### src/hw/rtl/prpw_ramp_gen.sv
`timescale 1ns / 1ps

module prpw_ramp_gen #(
    parameter int MAX_COLS = 4096
) (
    input  logic        aclk,
    input  logic        aresetn,
    input  logic        advance,
    input  logic        frame_start,
    input  logic [12:0] frame_cols,
    input  logic [31:0] ramp_x,
    input  logic [31:0] ramp_y,
    output logic [31:0] pixel_ramp
);

    localparam int CNT_W = (MAX_COLS > 2) ? $clog2(MAX_COLS) : 1;

    logic [CNT_W-1:0] column_count_reg, column_count_next, cnt_base;
    logic [31:0]      row_ramp_acc_reg, row_ramp_acc_next, row_base;
    logic [31:0]      pixel_ramp_acc_reg, pixel_ramp_acc_next, pix_base;
    logic [31:0]      fc_ext, eff_cols, cnt_inc, row_step;
    logic             row_end;

    always_comb begin
        cnt_base = frame_start ? '0 : column_count_reg;
        row_base = frame_start ? '0 : row_ramp_acc_reg;
        pix_base = frame_start ? '0 : pixel_ramp_acc_reg;

        fc_ext = 32'(frame_cols);
        if (fc_ext == 32'd0) begin
            eff_cols = 32'd1;
        end else if (fc_ext > 32'(MAX_COLS)) begin
            eff_cols = 32'(MAX_COLS);
        end else begin
            eff_cols = fc_ext;
        end

        cnt_inc  = 32'(cnt_base) + 32'd1;
        row_end  = (cnt_inc >= eff_cols);
        row_step = row_base + ramp_y;

        if (row_end) begin
            column_count_next   = '0;
            row_ramp_acc_next   = row_step;
            pixel_ramp_acc_next = row_step;
        end else begin
            column_count_next   = cnt_inc[CNT_W-1:0];
            row_ramp_acc_next   = row_base;
            pixel_ramp_acc_next = pix_base + ramp_x;
        end
    end

    assign pixel_ramp = pix_base;

    always_ff @(posedge aclk) begin
        if (!aresetn) begin
            column_count_reg   <= '0;
            row_ramp_acc_reg   <= '0;
            pixel_ramp_acc_reg <= '0;
        end else if (advance) begin
            column_count_reg   <= column_count_next;
            row_ramp_acc_reg   <= row_ramp_acc_next;
            pixel_ramp_acc_reg <= pixel_ramp_acc_next;
        end
    end

endmodule

### config.mk
export PLATFORM = sky130hd
export DESIGN_NAME = prpw_ramp_gen
export DESIGN_NICKNAME = d
export VERILOG_FILES = /design/src/hw/rtl/prpw_ramp_gen.sv
export SDC_FILE = /design/constraint.sdc
export NUM_CORES = 1
export LEC_CHECK = 0
export ABC_AREA = 1
export BUFFER_PORTS_ARGS = -buffer_cell sky130_fd_sc_hd__buf_2
export CAP_MARGIN = 30
export CORE_MARGIN = 1
export CORE_UTILIZATION = 25
export CTS_CLUSTER_SIZE = 20
export DETAILED_ROUTE_END_ITERATION = 8
export GPL_TIMING_DRIVEN = 0
export REMOVE_ABC_BUFFERS = 1
export SETUP_SLACK_MARGIN = 0.15
export SYNTH_ARGS = -nofsm -noshare
export SYNTH_HDL_FRONTEND = slang
export SYNTH_SLANG_ARGS = --single-unit
### constraint.sdc
create_clock -name aclk -period 4.1 [get_ports aclk]
set_input_delay 0.615 -clock aclk [delete_from_list [all_inputs] [get_ports aclk]]
set_output_delay 0.615 -clock aclk [all_outputs]
set_load 0.02 [all_outputs]
Word-level counts from Yosys, hierarchy flattened

Cells that the tools add are included.

Logic and storage cells: 17
Register bits: 76

Muxes and demuxes: 8
Reduce and logical (&&, ||, !) cells: 1
Magnitude comparators: 2
Add/subtract/negate cells: 3

Operator list:

| operator                                                        | number |
|---|---|
| 32-bit 2-to-1 mux                                               | 4 |
| 32-bit adder                                                    | 2 |
| 13-bit by 32-bit >= comparator with 1-bit output                | 1 |
| 13-bit 2-to-1 mux                                               | 2 |
| 12-bit 2-to-1 mux                                               | 2 |
| 12-bit by 1-bit adder with 13-bit output, second input constant | 1 |
| 13-bit > comparator, second input constant                      | 1 |
| 13-bit zero test                                                | 1 |

Logic depth before layout (Yosys ltp)

Depth in word-level cells: 5
Gate-level depth with buffers: 23

Least setup slack after synthesis

OpenSTA, ideal clock, no wires.

Path type: input -> register
From: input port frame_start
To: register row_ramp_acc_reg[25]
Slack: 440 ps
Data arrival time: 3551 ps
Library setup time: 109 ps
Cell stages on the path: 23
Path buffers: 5
Cells stage by stage: buf_6 > clkbuf_1 > clkbuf_1 > buf_2 > nor2_1 > ha_1 > nor3b_4 > nand3_2 > nor2_4 > nand3_2 > xnor2_2 > ha_1 > nand2_1 > o21ai_0 > a21oi_1 > nand3_1 > inv_2 > nand2_1 > buf_2 > nand2_1 > nand2_1 > nand2_1 > inv_1

Word-level cells in the longest chain between the ends: 4

Ends and longest elaborated chain:

| item                                             | line | text |
|---|---|---|
| from (decl)                                      | 9    | `input logic frame_start,` |
| 12-bit 2-to-1 mux                                | 25   | `cnt_base = frame_start ? '0 : column_count_reg;` |
| 12-bit by 1-bit adder with 13-bit output         | 38   | `cnt_inc = 32'(cnt_base) + 32'd1;` |
| 13-bit by 32-bit >= comparator with 1-bit output | 39   | `row_end = (cnt_inc >= eff_cols);` |
| 32-bit 2-to-1 mux (*)                            | 42   | `if (row_end) begin` |
| to (signal assigned)                             | 62   | `row_ramp_acc_reg <= row_ramp_acc_next;` |
| to (decl)                                        | 19   | `logic [31:0] row_ramp_acc_reg, row_ramp_acc_next, row_base;` |

Every way passes the cells marked *; elsewhere a longest branch is shown, timed or not.
A chain may end at the register's enable or synchronous reset.

Worst setup path after layout

From: input port frame_start
To: register row_ramp_acc_reg[28]

The elaborated chain is that of the path after synthesis.

==> flow_summary.toml <==
[floorplanning]
floorplan.initialDensity_pct = 25.5
rows = 68
pin_count = 113
coreArea_sq_um = 34600
die_y_um = 190
die-width_um = 190
die_area_sq_um = 36100

[sta]
finalCritPeriodShare_pct = 93.2
rsz0062_at_grt = "false"
finClkSkew_ns = 0.0108
slew_headroom_pct = 37.4
finalSetupViolCount = 0
hold_viol = 0
maxSlewViolCount = 0
max_freq_ghz = 0.262
setup_slack_ns = 0.280
min_period_ns = 3.82
tightest_slew_ns = 0.938

[global_route]
grt_pass1_wl_um = 48800
globalRouteTotalUtil_pct = 17.3
grt_pass1_vias = 9132
gr-total-overflow = 0
antenna_found_initial = 2
grt_start_max_net_pins = 90

[worst_setup_path]
arrival_ns = 4.08
criticalPathCategory = "in -> reg"
r2r_start = "column_count_reg[0]"
r2r_cells = 21
cp-start-kind = "input pin"
end_kind = "flip-flop"
r2r-end = "row_ramp_acc_reg[28]"
worstPathRequired_ns = 4.36
r2r_slack_ns = 0.52
worstPathMaxFanout = 71

[clocking]
root_buffer = "clkbuf_16"
cts_max_level = 3
clockBufferDepth = 2
clkLatencyLatePin_ns = 0.36
cts_buffers = 9
clock_sinks = 76
ctsHoldBuffers = 0
cts_tree = "built"
clkTransAtPathRegs_ns = 0.07

[layout]
seqCellArea_sq_um = 1520
final_cell_mix = "551 x nand2_1, 303 x inv_1, 167 x nor2_1"
n_antenna_cell = 0
mostFrequentLayoutCell = "nand2_1"
fillCellCount = 3927
final_nets = 1883
area_growth_pct = 17.2
multi_input_area_sq_um = 6020
drive_above_1_share_pct = 8.96

[route]
drt_pass1_iterations = 5
wl_per_cell_um = 14.4
via_per_inst = 4.59
drt_wl_total_um = 31400
dr_total_vias = 10000
ant_nets = 0
drc = 0
dr.first_iter.drc_count = 712

[logic_synthesis]
synth_enable_flop_cells = 0
synth_warnings = 0
synth.distinct_cells = 40
synthFlopType = "dfxtp_1"
synth_area_per_cell_sq_um = 5.42
synthesis.area_sq_um = 8840
netlist_instances = 1631
yosys_register_bits = 76
async_flop_share_pct = 0
yosysSeqAreaShare_pct = 17.2

[place]
numPortBuffers = 112
dp_hpwl_um = 24300
dp_slack_ns = -1.85
gp_congestion = 0.900

[power_and_ir_drop]
ir_drop_mv = 0.193
p_leak_nw = 5.85
power.total_mw = 2.66
p_per_area_nw_per_um2 = 257

[hold_path]
min_from = "column_count_reg[1]"
hold_path_class = "reg -> reg"
worstHoldEndpoint = "column_count_reg[1]"
hold_path_depth = 2

[run]
cap_viol_max_count = 0

[run_status]
status = "complete, no violations"
-- critical path, cell delays in order --
cell      delay [ns]
buf_8           0.22
nor2_1          0.19
ha_1            0.20
nor3b_4         0.24
nand3_2         0.15
nor2_4          0.13
nand3_2         0.09
xnor2_2         0.16
ha_1            0.30
nand2_1         0.08
o21ai_0         0.11
a21oi_2         0.20
nand3_4         0.20
clkinv_8        0.16
buf_16          0.19
nand2_4         0.17
buf_16          0.22
nand2_1         0.19
nand2_1         0.09
nand2_1         0.06
inv_1           0.03
-- cells by family after synthesis --
kind of cell	synth area share [%]
adders and majority gates	11.2
and+or+nand+nor	40.5
xor gates and xnor gates	2.76
DFF	17.2
AOI/OAI and AO/OA	13.2
buffers and inverters	15.1
-- power by group --
group          internal, mW  total (mW)  switching [mW]  leakage (nW)
logic                 0.291       0.868           0.577          5.06
registers             0.792       0.815          0.0226         0.626
clock network         0.598       0.981           0.383         0.167
total                  1.68        2.66           0.982          5.85
-- cell usage after synthesis, types with 2 or more instances --
cell type,number,area (sq um)
a21oi_1,134,671
and2_1,4,25.0
buf_1,3,11.3
buf_2,15,75.1
clkbuf_1,20,75.1
clkinv_1,2,7.51
dfxtp_1,76,1520
fa_1,2,40.0
ha_1,76,951
inv_1,303,1140
inv_2,2,7.51
nand2_1,552,2070
nand3_1,105,526
nand3_2,2,20.0
nand3b_1,9,67.6
nand4_1,10,62.6
nor2_1,169,634
nor3_1,10,50.1
nor4_1,4,25.0
o21ai_0,78,390
o21bai_1,10,75.1
or2_2,3,18.8
xnor2_1,4,35.0
xor2_1,22,193
-- area by class of cell --
type	count	share of cell area (%)
Clock buffer	10	2.21
Clock inverter	6	1.09
Inverter	308	11.3
Multi-Input combinational cell	1208	58.1
Sequential cell	76	14.7
Tap cell	455	5.49
Timing Repair Buffer	120	7.05
Timing Repair inverter	1	0.0845
-- per-stage QoR --
step / std cells / TNS [ns] / area, sq um / hold WS (ns) / utilization, %
detailed placement: 2163 / -106.87 / 9900 / 0.458 / 28.6
CTS: 2181 / 0 / 10300 / 0.468 / 29.8
floorplan: 1592 / 0 / 8670 / 0.445 / -
global placement: 2159 / -203.22 / 9800 / 0.452 / 28.3
global route: 2184 / 0 / 10400 / 0.492 / 29.9
finish: 2184 / 0 / 10400 / 0.468 / 29.9
-- what timing repair did --
item                                    in CTS  in global routing
endpoints found under the setup margin      76                 41
gates resized for setup                     12                  3
buffers inserted                             2                  1
endpoints found under the hold margin        0                  0
pin swaps                                    1                  1
cloned                                       0                  2
-- worst max-delay path by stage --
stage,cells after the start,end,slack [ns],from
floorplan,18,row_ramp_acc_reg[17],0.02,frame_start
global placement,17,pixel_ramp_acc_reg[7],-3.42,frame_start
detailed placement,21,row_ramp_acc_reg[28],-1.85,frame_start
CTS,21,row_ramp_acc_reg[28],0.15,frame_start
global route,21,row_ramp_acc_reg[28],0.14,frame_start
finish,21,row_ramp_acc_reg[28],0.28,frame_start
-- per-layer routing --
layer  global-route usage (%)  up-vias  routed length [um]
met5                        0        -                  23
met4                     3.50        4                 437
met3                     3.63       27                2130
met2                     27.9      278               13800
met1                     23.5     4470               15100
li1                         -     5245                   -
No activity file was read; power rests on OpenSTA's default activity.
