===== src/hw/rtl/prpw_pkg.sv =====
`timescale 1ns / 1ps

package prpw_pkg;

    typedef struct packed {
        logic valid;
        logic zero;
    } prpw_ctl_t;

    localparam logic [7:0] CFG_FRAME_COLS = 8'd0;
    localparam logic [7:0] CFG_RAMP_X     = 8'd1;
    localparam logic [7:0] CFG_RAMP_Y     = 8'd2;

    localparam logic [12:0] FRAME_COLS_RESET = 13'd1024;
    localparam logic [31:0] HALF_TURN        = 32'h8000_0000;
    localparam logic [31:0] ROUND_HALF       = 32'h0000_8000;
    localparam int          MAX_STAGES       = 24;

    // atan(2^-i) in 2^-32 turn units
    localparam logic [31:0] ATAN_TURNS [MAX_STAGES] = '{
        32'd536870912, 32'd316933406, 32'd167458907, 32'd85004756,
        32'd42667331,  32'd21354465,  32'd10679838,  32'd5340245,
        32'd2670163,   32'd1335087,   32'd667544,    32'd333772,
        32'd166886,    32'd83443,     32'd41722,     32'd20861,
        32'd10430,     32'd5215,      32'd2608,      32'd1304,
        32'd652,       32'd326,       32'd163,       32'd81
    };

endpackage


===== src/hw/rtl/prpw_cordic_cell.sv =====
`timescale 1ns / 1ps

module prpw_cordic_cell #(
    parameter int XW    = 34,
    parameter int STAGE = 0
) (
    input  logic                    aclk,
    input  logic                    aresetn,
    input  logic                    en,
    input  prpw_pkg::prpw_ctl_t     in_ctl,
    input  logic signed [XW-1:0]    in_x,
    input  logic signed [XW-1:0]    in_y,
    input  logic [31:0]             in_ang,
    output prpw_pkg::prpw_ctl_t     out_ctl,
    output logic signed [XW-1:0]    out_x,
    output logic signed [XW-1:0]    out_y,
    output logic [31:0]             out_ang
);

    localparam logic [31:0] STEP_ANGLE = prpw_pkg::ATAN_TURNS[STAGE];

    prpw_pkg::prpw_ctl_t     ctl_reg;
    logic signed [XW-1:0]    x_reg, x_next, y_reg, y_next, dx, dy;
    logic [31:0]             ang_reg, ang_next;

    always_comb begin
        dx = in_y >>> STAGE;
        dy = in_x >>> STAGE;
        if (in_ctl.zero) begin
            x_next   = in_x;
            y_next   = in_y;
            ang_next = in_ang;
        end else if (in_y > 0) begin
            x_next   = in_x + dx;
            y_next   = in_y - dy;
            ang_next = in_ang + STEP_ANGLE;
        end else begin
            x_next   = in_x - dx;
            y_next   = in_y + dy;
            ang_next = in_ang - STEP_ANGLE;
        end
    end

    always_ff @(posedge aclk) begin
        if (!aresetn) begin
            ctl_reg <= '0;
        end else if (en) begin
            ctl_reg <= in_ctl;
        end
    end

    always_ff @(posedge aclk) begin
        if (en) begin
            x_reg   <= x_next;
            y_reg   <= y_next;
            ang_reg <= ang_next;
        end
    end

    assign out_ctl = ctl_reg;
    assign out_x   = x_reg;
    assign out_y   = y_reg;
    assign out_ang = ang_reg;

endmodule


===== config.mk =====
export PLATFORM = sky130hd
export DESIGN_NAME = prpw_cordic_cell
export DESIGN_NICKNAME = d
export VERILOG_FILES = /design/src/hw/rtl/prpw_pkg.sv /design/src/hw/rtl/prpw_cordic_cell.sv
export SDC_FILE = /design/constraint.sdc
export NUM_CORES = 1
export LEC_CHECK = 0
export ABC_AREA = 1
export BUFFER_PORTS_ARGS = -buffer_cell sky130_fd_sc_hd__buf_2
export CORE_ASPECT_RATIO = 0.6
export CORE_MARGIN = 4
export CORE_UTILIZATION = 40
export DETAILED_ROUTE_END_ITERATION = 8
export PLACE_DENSITY = 0.61
export REMOVE_ABC_BUFFERS = 1
export SETUP_SLACK_MARGIN = 0.1
export SYNTH_ARGS = -nofsm -noshare
export SYNTH_HDL_FRONTEND = slang
export SYNTH_SLANG_ARGS = --single-unit

===== constraint.sdc =====
create_clock -name aclk -period 2.4 [get_ports aclk]
set_input_delay 0.48 -clock aclk [delete_from_list [all_inputs] [get_ports aclk]]
set_output_delay 0.48 -clock aclk [all_outputs]
set_load 0.01 [all_outputs]

=== Word-level counts from Yosys, hierarchy flattened ===
Index checks and enable logic that the tools add are counted.

* Bits in registers: 102
* Output and inout bits: 102

* $add $sub $neg: 5
* $lt $le $gt $ge: 1
* Mux-type cells: 6

{| class="wikitable"
|+ Operators with widths
! operator !! number
|-
| $mux W34 || 4
|-
| $sub A34 B34 Y34 || 2
|-
| $mux W32 || 2
|-
| $add A34 B34 Y34 || 1
|-
| $gt A34 B1 Y1 const B || 1
|-
| $add A32 B30 Y32 const B || 1
|-
| $sub A32 B30 Y32 const B || 1
|}

=== Logic depth before layout (Yosys ltp) ===
* Depth in word-level cells: 3
* Gate-level depth with buffers: 19

=== Worst setup path before layout ===
Ideal clock, no wire load.

* Path kind: input to register
* Start: in in_y[0]
* End: reg y_reg[32], in the netlist out_y[32], data pin
* Stages: 13
* Library setup time: 0.253 ns
* Data arrival time: 2.014 ns
* Slack: 0.133 ns
* Cell sequence: inv_1 -> ha_1 -> fa_1 -> o21ai_2 -> nand2_1 -> nand2_1 -> nand2_1 -> nand2_1 -> nand2_1 -> nand3_1 -> nand3_1 -> nand3_1 -> nand2_1

* Cells in the longest elaborated chain, start to end: 3
* Elaborated cells on any way between the ends: 5
* Those cells by class: add/sub (2); order compare (1); mux (2)

{| class="wikitable"
|+ RTL lines
! element !! line !! source
|-
| start, declared || prpw_cordic_cell.sv:12 || <nowiki>input logic signed [XW-1:0] in_y,</nowiki>
|-
| $add A34 B34 Y34, or another cell as far along || prpw_cordic_cell.sv:39 || <nowiki>y_next = in_y + dy;</nowiki>
|-
| $mux W34 (*) || prpw_cordic_cell.sv:33 || <nowiki>end else if (in_y > 0) begin</nowiki>
|-
| $mux W34 (*) || prpw_cordic_cell.sv:29 || <nowiki>if (in_ctl.zero) begin</nowiki>
|-
| named net y_next[32] || prpw_cordic_cell.sv:23 || <nowiki>logic signed [XW-1:0] x_reg, x_next, y_reg, y_next, dx, dy;</nowiki>
|-
| end signal, assigned || prpw_cordic_cell.sv:55 || <nowiki>y_reg <= y_next;</nowiki>
|-
| end, declared || prpw_cordic_cell.sv:23 ||
|}

Mark *: on every way through the listed nets, which the timed path passes. The rest lies on a longest branch.
A chain may end at the register's enable or synchronous reset.

=== Final worst setup path ===
* Start: in in_y[7]
* End: reg x_reg[1], in the netlist out_x[1], data pin

* Cells in the longest elaborated chain, start to end: 3

{| class="wikitable"
|+ RTL lines
! element !! line !! source
|-
| $gt A34 B1 Y1 || prpw_cordic_cell.sv:33 ||
|-
| $mux W34 || prpw_cordic_cell.sv:33 ||
|-
| $mux W34 || prpw_cordic_cell.sv:29 ||
|-
| named net x_next[1] || prpw_cordic_cell.sv:23 ||
|-
| end signal, assigned || prpw_cordic_cell.sv:54 || <nowiki>x_reg <= x_next;</nowiki>
|-
| end, declared || prpw_cordic_cell.sv:23 ||
|}

The timed path passes the listed nets, and every way through them passes these cells.

==> flow_summary.rst <==
.. list-table::
   :header-rows: 1

   * - Metric
     - Value
   * - Slew of the pin with the lowest slew margin
     - around 450 ps
   * - Post-route fraction of the period consumed by the critical path
     - 0.9544
   * - Highest fanout seen on the critical path
     - 23
   * - Core area
     - about 28000 sq um
   * - MaxCap Viol Count
     - 0
   * - Clock Latency Late Sink
     - 380 ps
   * - Top-Level Pins
     - around 210
   * - Width of the die
     - roughly 230 microns
   * - Clock Sinks
     - approximately 100
   * - Leak pwr
     - between 8 and 9 nW
   * - Max IR drop VDD
     - around 0.39 mV
   * - Router iterations before antenna repair
     - 7
   * - Critical Setup Path Class
     - in -> reg
   * - Net Switching
     - 3.051 mW
   * - Most frequently used flop master after synthesis
     - sky130_fd_sc_hd__edfxtp_1
   * - Fraction of the mapped netlist area in adder cells
     - 0.1158
   * - Final wirelength
     - between 50000 and 60000 microns
   * - Placement Rows
     - 47
   * - Slowest library cell on the worst path
     - sky130_fd_sc_hd__buf_6
   * - Depth of the CTS H-tree
     - 3
   * - Number of nets still failing antenna checks after routing
     - 0
   * - Combinational share of power
     - 0.490
   * - Total power consumption of the routed design
     - a little under 8 mW
   * - Maximum single-stage delay on the critical path
     - 260 ps
   * - Setup repair after global routing missed its margin
     - true
   * - Fraction of the mapped netlist area in compound gates
     - 0.1450
   * - Leading post-synthesis cells by cell area
     - sky130_fd_sc_hd__edfxtp_1, sky130_fd_sc_hd__nand2_1, sky130_fd_sc_hd__ha_1
   * - Post-detailed-route via-to-cell ratio
     - 5.239
   * - Via count
     - 13.75k
   * - Overflow left after global routing
     - 0
   * - Maximum clock insertion buffer count
     - 2
   * - Total half-perimeter wirelength after legalization and detailed placement
     - about 43000 microns
   * - Overall die height
     - roughly 140 microns
   * - Worst path cell trace
     - buf_2 -> buf_4 -> nor2_1 -> nand4_1 -> nor3_1 -> nand3_1 -> nand2_2 -> buf_6 -> buf_4 -> a21oi_1 -> o21ai_0 -> o21ai_0
   * - Area share of the largest cell type after synthesis
     - 0.2637
   * - Yosys warns
     - 0
   * - Count of pins over their slew limit
     - 0
   * - Post-route worst hold slack
     - roughly 260 ps
   * - Number of antenna cells inserted
     - 0
   * - Average wire per cell in the routed design
     - about 19 microns
   * - DRC
     - 0
   * - Cell taking the most area after synthesis
     - sky130_fd_sc_hd__edfxtp_1
   * - CTS tree
     - built
   * - Sequential Power Share
     - 0.286
   * - Critical Path Sink Type
     - register
   * - Internal power of the cells
     - between 4 and 5 mW
   * - Fin crit period
     - 2291 ps
   * - Syn Inst Count
     - around 1.7k
   * - Crit start category
     - primary input
   * - Starting density of the core
     - 0.4094
   * - Maximum operating frequency
     - approximately 440 MHz
   * - Switching Share
     - 0.3935
   * - Status
     - finished, final reports clean
   * - Number of global-route vias before repair
     - between 10k and 15k
   * - Antenna violations before repair
     - 0
   * - Combinational family with the most area after synthesis
     - simple AND/OR/NAND/NOR gates
   * - Clock power frac
     - 0.224
   * - Worst slew margin relative to its limit
     - 0.6992
   * - Cell at the root of the clock tree
     - sky130_fd_sc_hd__clkbuf_16
   * - Synthesized area per cell
     - 6.632 sq um
   * - Multiplexer fraction of the synthesized cell area
     - 0
   * - Clock Skews
     - 0 ps
   * - Pin count of the biggest net entering global routing
     - between 50 and 60
   * - Total of flip-flops plus latches after synthesis
     - between 100 and 150
   * - DRC marker count from the first detailed-route iteration
     - between 1.5k and 2k
   * - Layout area overhead
     - 45.43%
   * - Worst hold-check path type
     - in -> reg
   * - Number of setup violations in the final report
     - 0
   * - Weighted congestion at the end of routability-driven global placement
     - 1.041
   * - Portion of the post-synthesis area used by sequential elements
     - 0.2672
   * - Share of flip-flops with an asynchronous set or reset
     - 0
   * - Share of the synthesized netlist area taken by xor and xnor gates
     - 0.02769
   * - Layout cells sized above 1
     - 0.3654
   * - Final nets
     - 2461
   * - Synth Area in Simple Gates
     - 0.3359
   * - Clock-pin slew on the worst setup and hold paths
     - around 80 ps
   * - Cell area power density
     - roughly 470 nW/um^2
   * - Cell area after synthesis
     - between 10000 and 15000 sq um
   * - Global-route usage over all layers
     - 0.3123
   * - Num CTS Buffers
     - 9
   * - Critical path data arrival time
     - 2430 ps
   * - Number of input and output port buffers inserted
     - between 200 and 250
   * - Most common cell after layout, fill and taps aside
     - sky130_fd_sc_hd__nand2_1
   * - Required arrival time at the worst endpoint
     - ~2500 ps
   * - Number of enable flip-flop cells after synthesis
     - 100
   * - Leading cell types in the layout, fill and taps excluded
     - sky130_fd_sc_hd__nand2_1, sky130_fd_sc_hd__buf_4, sky130_fd_sc_hd__buf_2, sky130_fd_sc_hd__inv_1, sky130_fd_sc_hd__nand3_1
   * - Distinct cell type count of the synthesized netlist
     - ~50
   * - Final hold vios
     - 0
   * - Wire length of the first global-routing pass
     - between 70000 and 80000 microns
   * - Die ar.
     - about 31000 sq um
repair_timing:
action / 4_1_cts / 5_1_grt
pin swaps: 1 / 23
resized for setup: 25 / 180
hold endpoints to repair: 0 / 0
hold buffers: 0 / 0
endpoints found under the setup margin: 39 / 60
setup buffers: 0 / 9
worst paths after layout:
path                   start          end  slack (ps)  depth (start not counted)
setup / recovery     in_y[7]     out_x[1]         110                         12
hold / removal    in_ang[27]  out_ang[27]         260                          1
setup reg to reg  out_ctl[0]   out_ctl[0]        1760                          2
hold reg to reg   out_ctl[1]   out_ctl[1]         530                          2
cell usage after synthesis (5+ instances only):
master,count
sky130_fd_sc_hd__nand3_1,143
sky130_fd_sc_hd__buf_2,18
sky130_fd_sc_hd__nor2_2,18
sky130_fd_sc_hd__o211ai_1,16
sky130_fd_sc_hd__inv_1,211
sky130_fd_sc_hd__a31oi_1,8
sky130_fd_sc_hd__nor3_1,16
sky130_fd_sc_hd__inv_2,13
sky130_fd_sc_hd__ha_1,99
sky130_fd_sc_hd__clkbuf_1,11
sky130_fd_sc_hd__a21oi_2,5
sky130_fd_sc_hd__a21o_1,6
sky130_fd_sc_hd__nand2_2,15
sky130_fd_sc_hd__o21ai_0,77
sky130_fd_sc_hd__nand4_1,20
sky130_fd_sc_hd__nand2_1,516
sky130_fd_sc_hd__nor2_1,144
sky130_fd_sc_hd__xor2_1,32
sky130_fd_sc_hd__buf_6,10
sky130_fd_sc_hd__a22oi_1,5
sky130_fd_sc_hd__a21oi_1,135
sky130_fd_sc_hd__o21ai_1,18
sky130_fd_sc_hd__buf_4,18
sky130_fd_sc_hd__edfxtp_1,100
sky130_fd_sc_hd__o21bai_1,14
power by group through the flow:
stage	registers (mW)	logic, mW	clock network [mW]
6_report	2.22	3.80	1.73
5_1_grt	2.24	4.08	1.87
4_1_cts	2.22	3.46	1.78
3_5_place_dp	2.26	3.41	0
3_3_place_gp	2.26	3.38	0
2_1_floorplan	2.38	1.53	0
registers in the layout, indices dropped and copies added (netlist names):
register / cells
out_x: 34
out_y: 34
out_ang: 32
out_ctl: 2
worst max-delay path: cells and delay by family:
kind | cells | cell delay (ps)
buffers and inverters | 4 | 740
AND/OR/NAND/NOR | 5 | 940
AO/OA/AOI/OAI | 3 | 270
metal layers:
metal	GRT usage	vias to the layer above	routed length, microns
li1	-	6682	-
met1	0.5248	6397	26060
met2	0.3901	649	18670
met3	0.08801	24	5863
met4	0.03800	0	381
met5	0	-	0
kinds of logic (layout without fill, tap and decap cells):
family / Yosys count / count (layout)
AO/OA/AOI/OAI: 295 / 295
XOR/XNOR: 36 / 36
adder cells (fa/ha/maj): 103 / 103
buffers and inverters: 284 / 825
flip-flops: 102 / 102
AND/OR/NAND/NOR: 897 / 897
through the flow:
stage / TNS [ps] / cells / instance area, sq um / setup WS (ps) / utilization
after floorplan: -50180 / 1659 / 11000 / -990.0 / -
after global placement: -19510 / 2600 / 15360 / -429.0 / 0.5523
after detailed placement: -19950 / 2600 / 15360 / -433.5 / 0.5523
after CTS: 0 / 2616 / 15790 / 76.90 / 0.5676
after global routing: 0 / 2625 / 16560 / 36.35 / 0.5954
final: 0 / 2625 / 16560 / 109.4 / 0.5954
final cells by class:
cell class | count | area (sq um)
clock buffers | 9 | 225.2
inverters | 226 | 860.8
repair buffers | 583 | 3979
flip-flops and latches | 102 | 3043
multi-input cells | 1331 | 7883
clock inverters | 7 | 111.4
fillers | 2767 | 11250
well taps | 367 | 459.2
(Power assumes the default switching activity.)
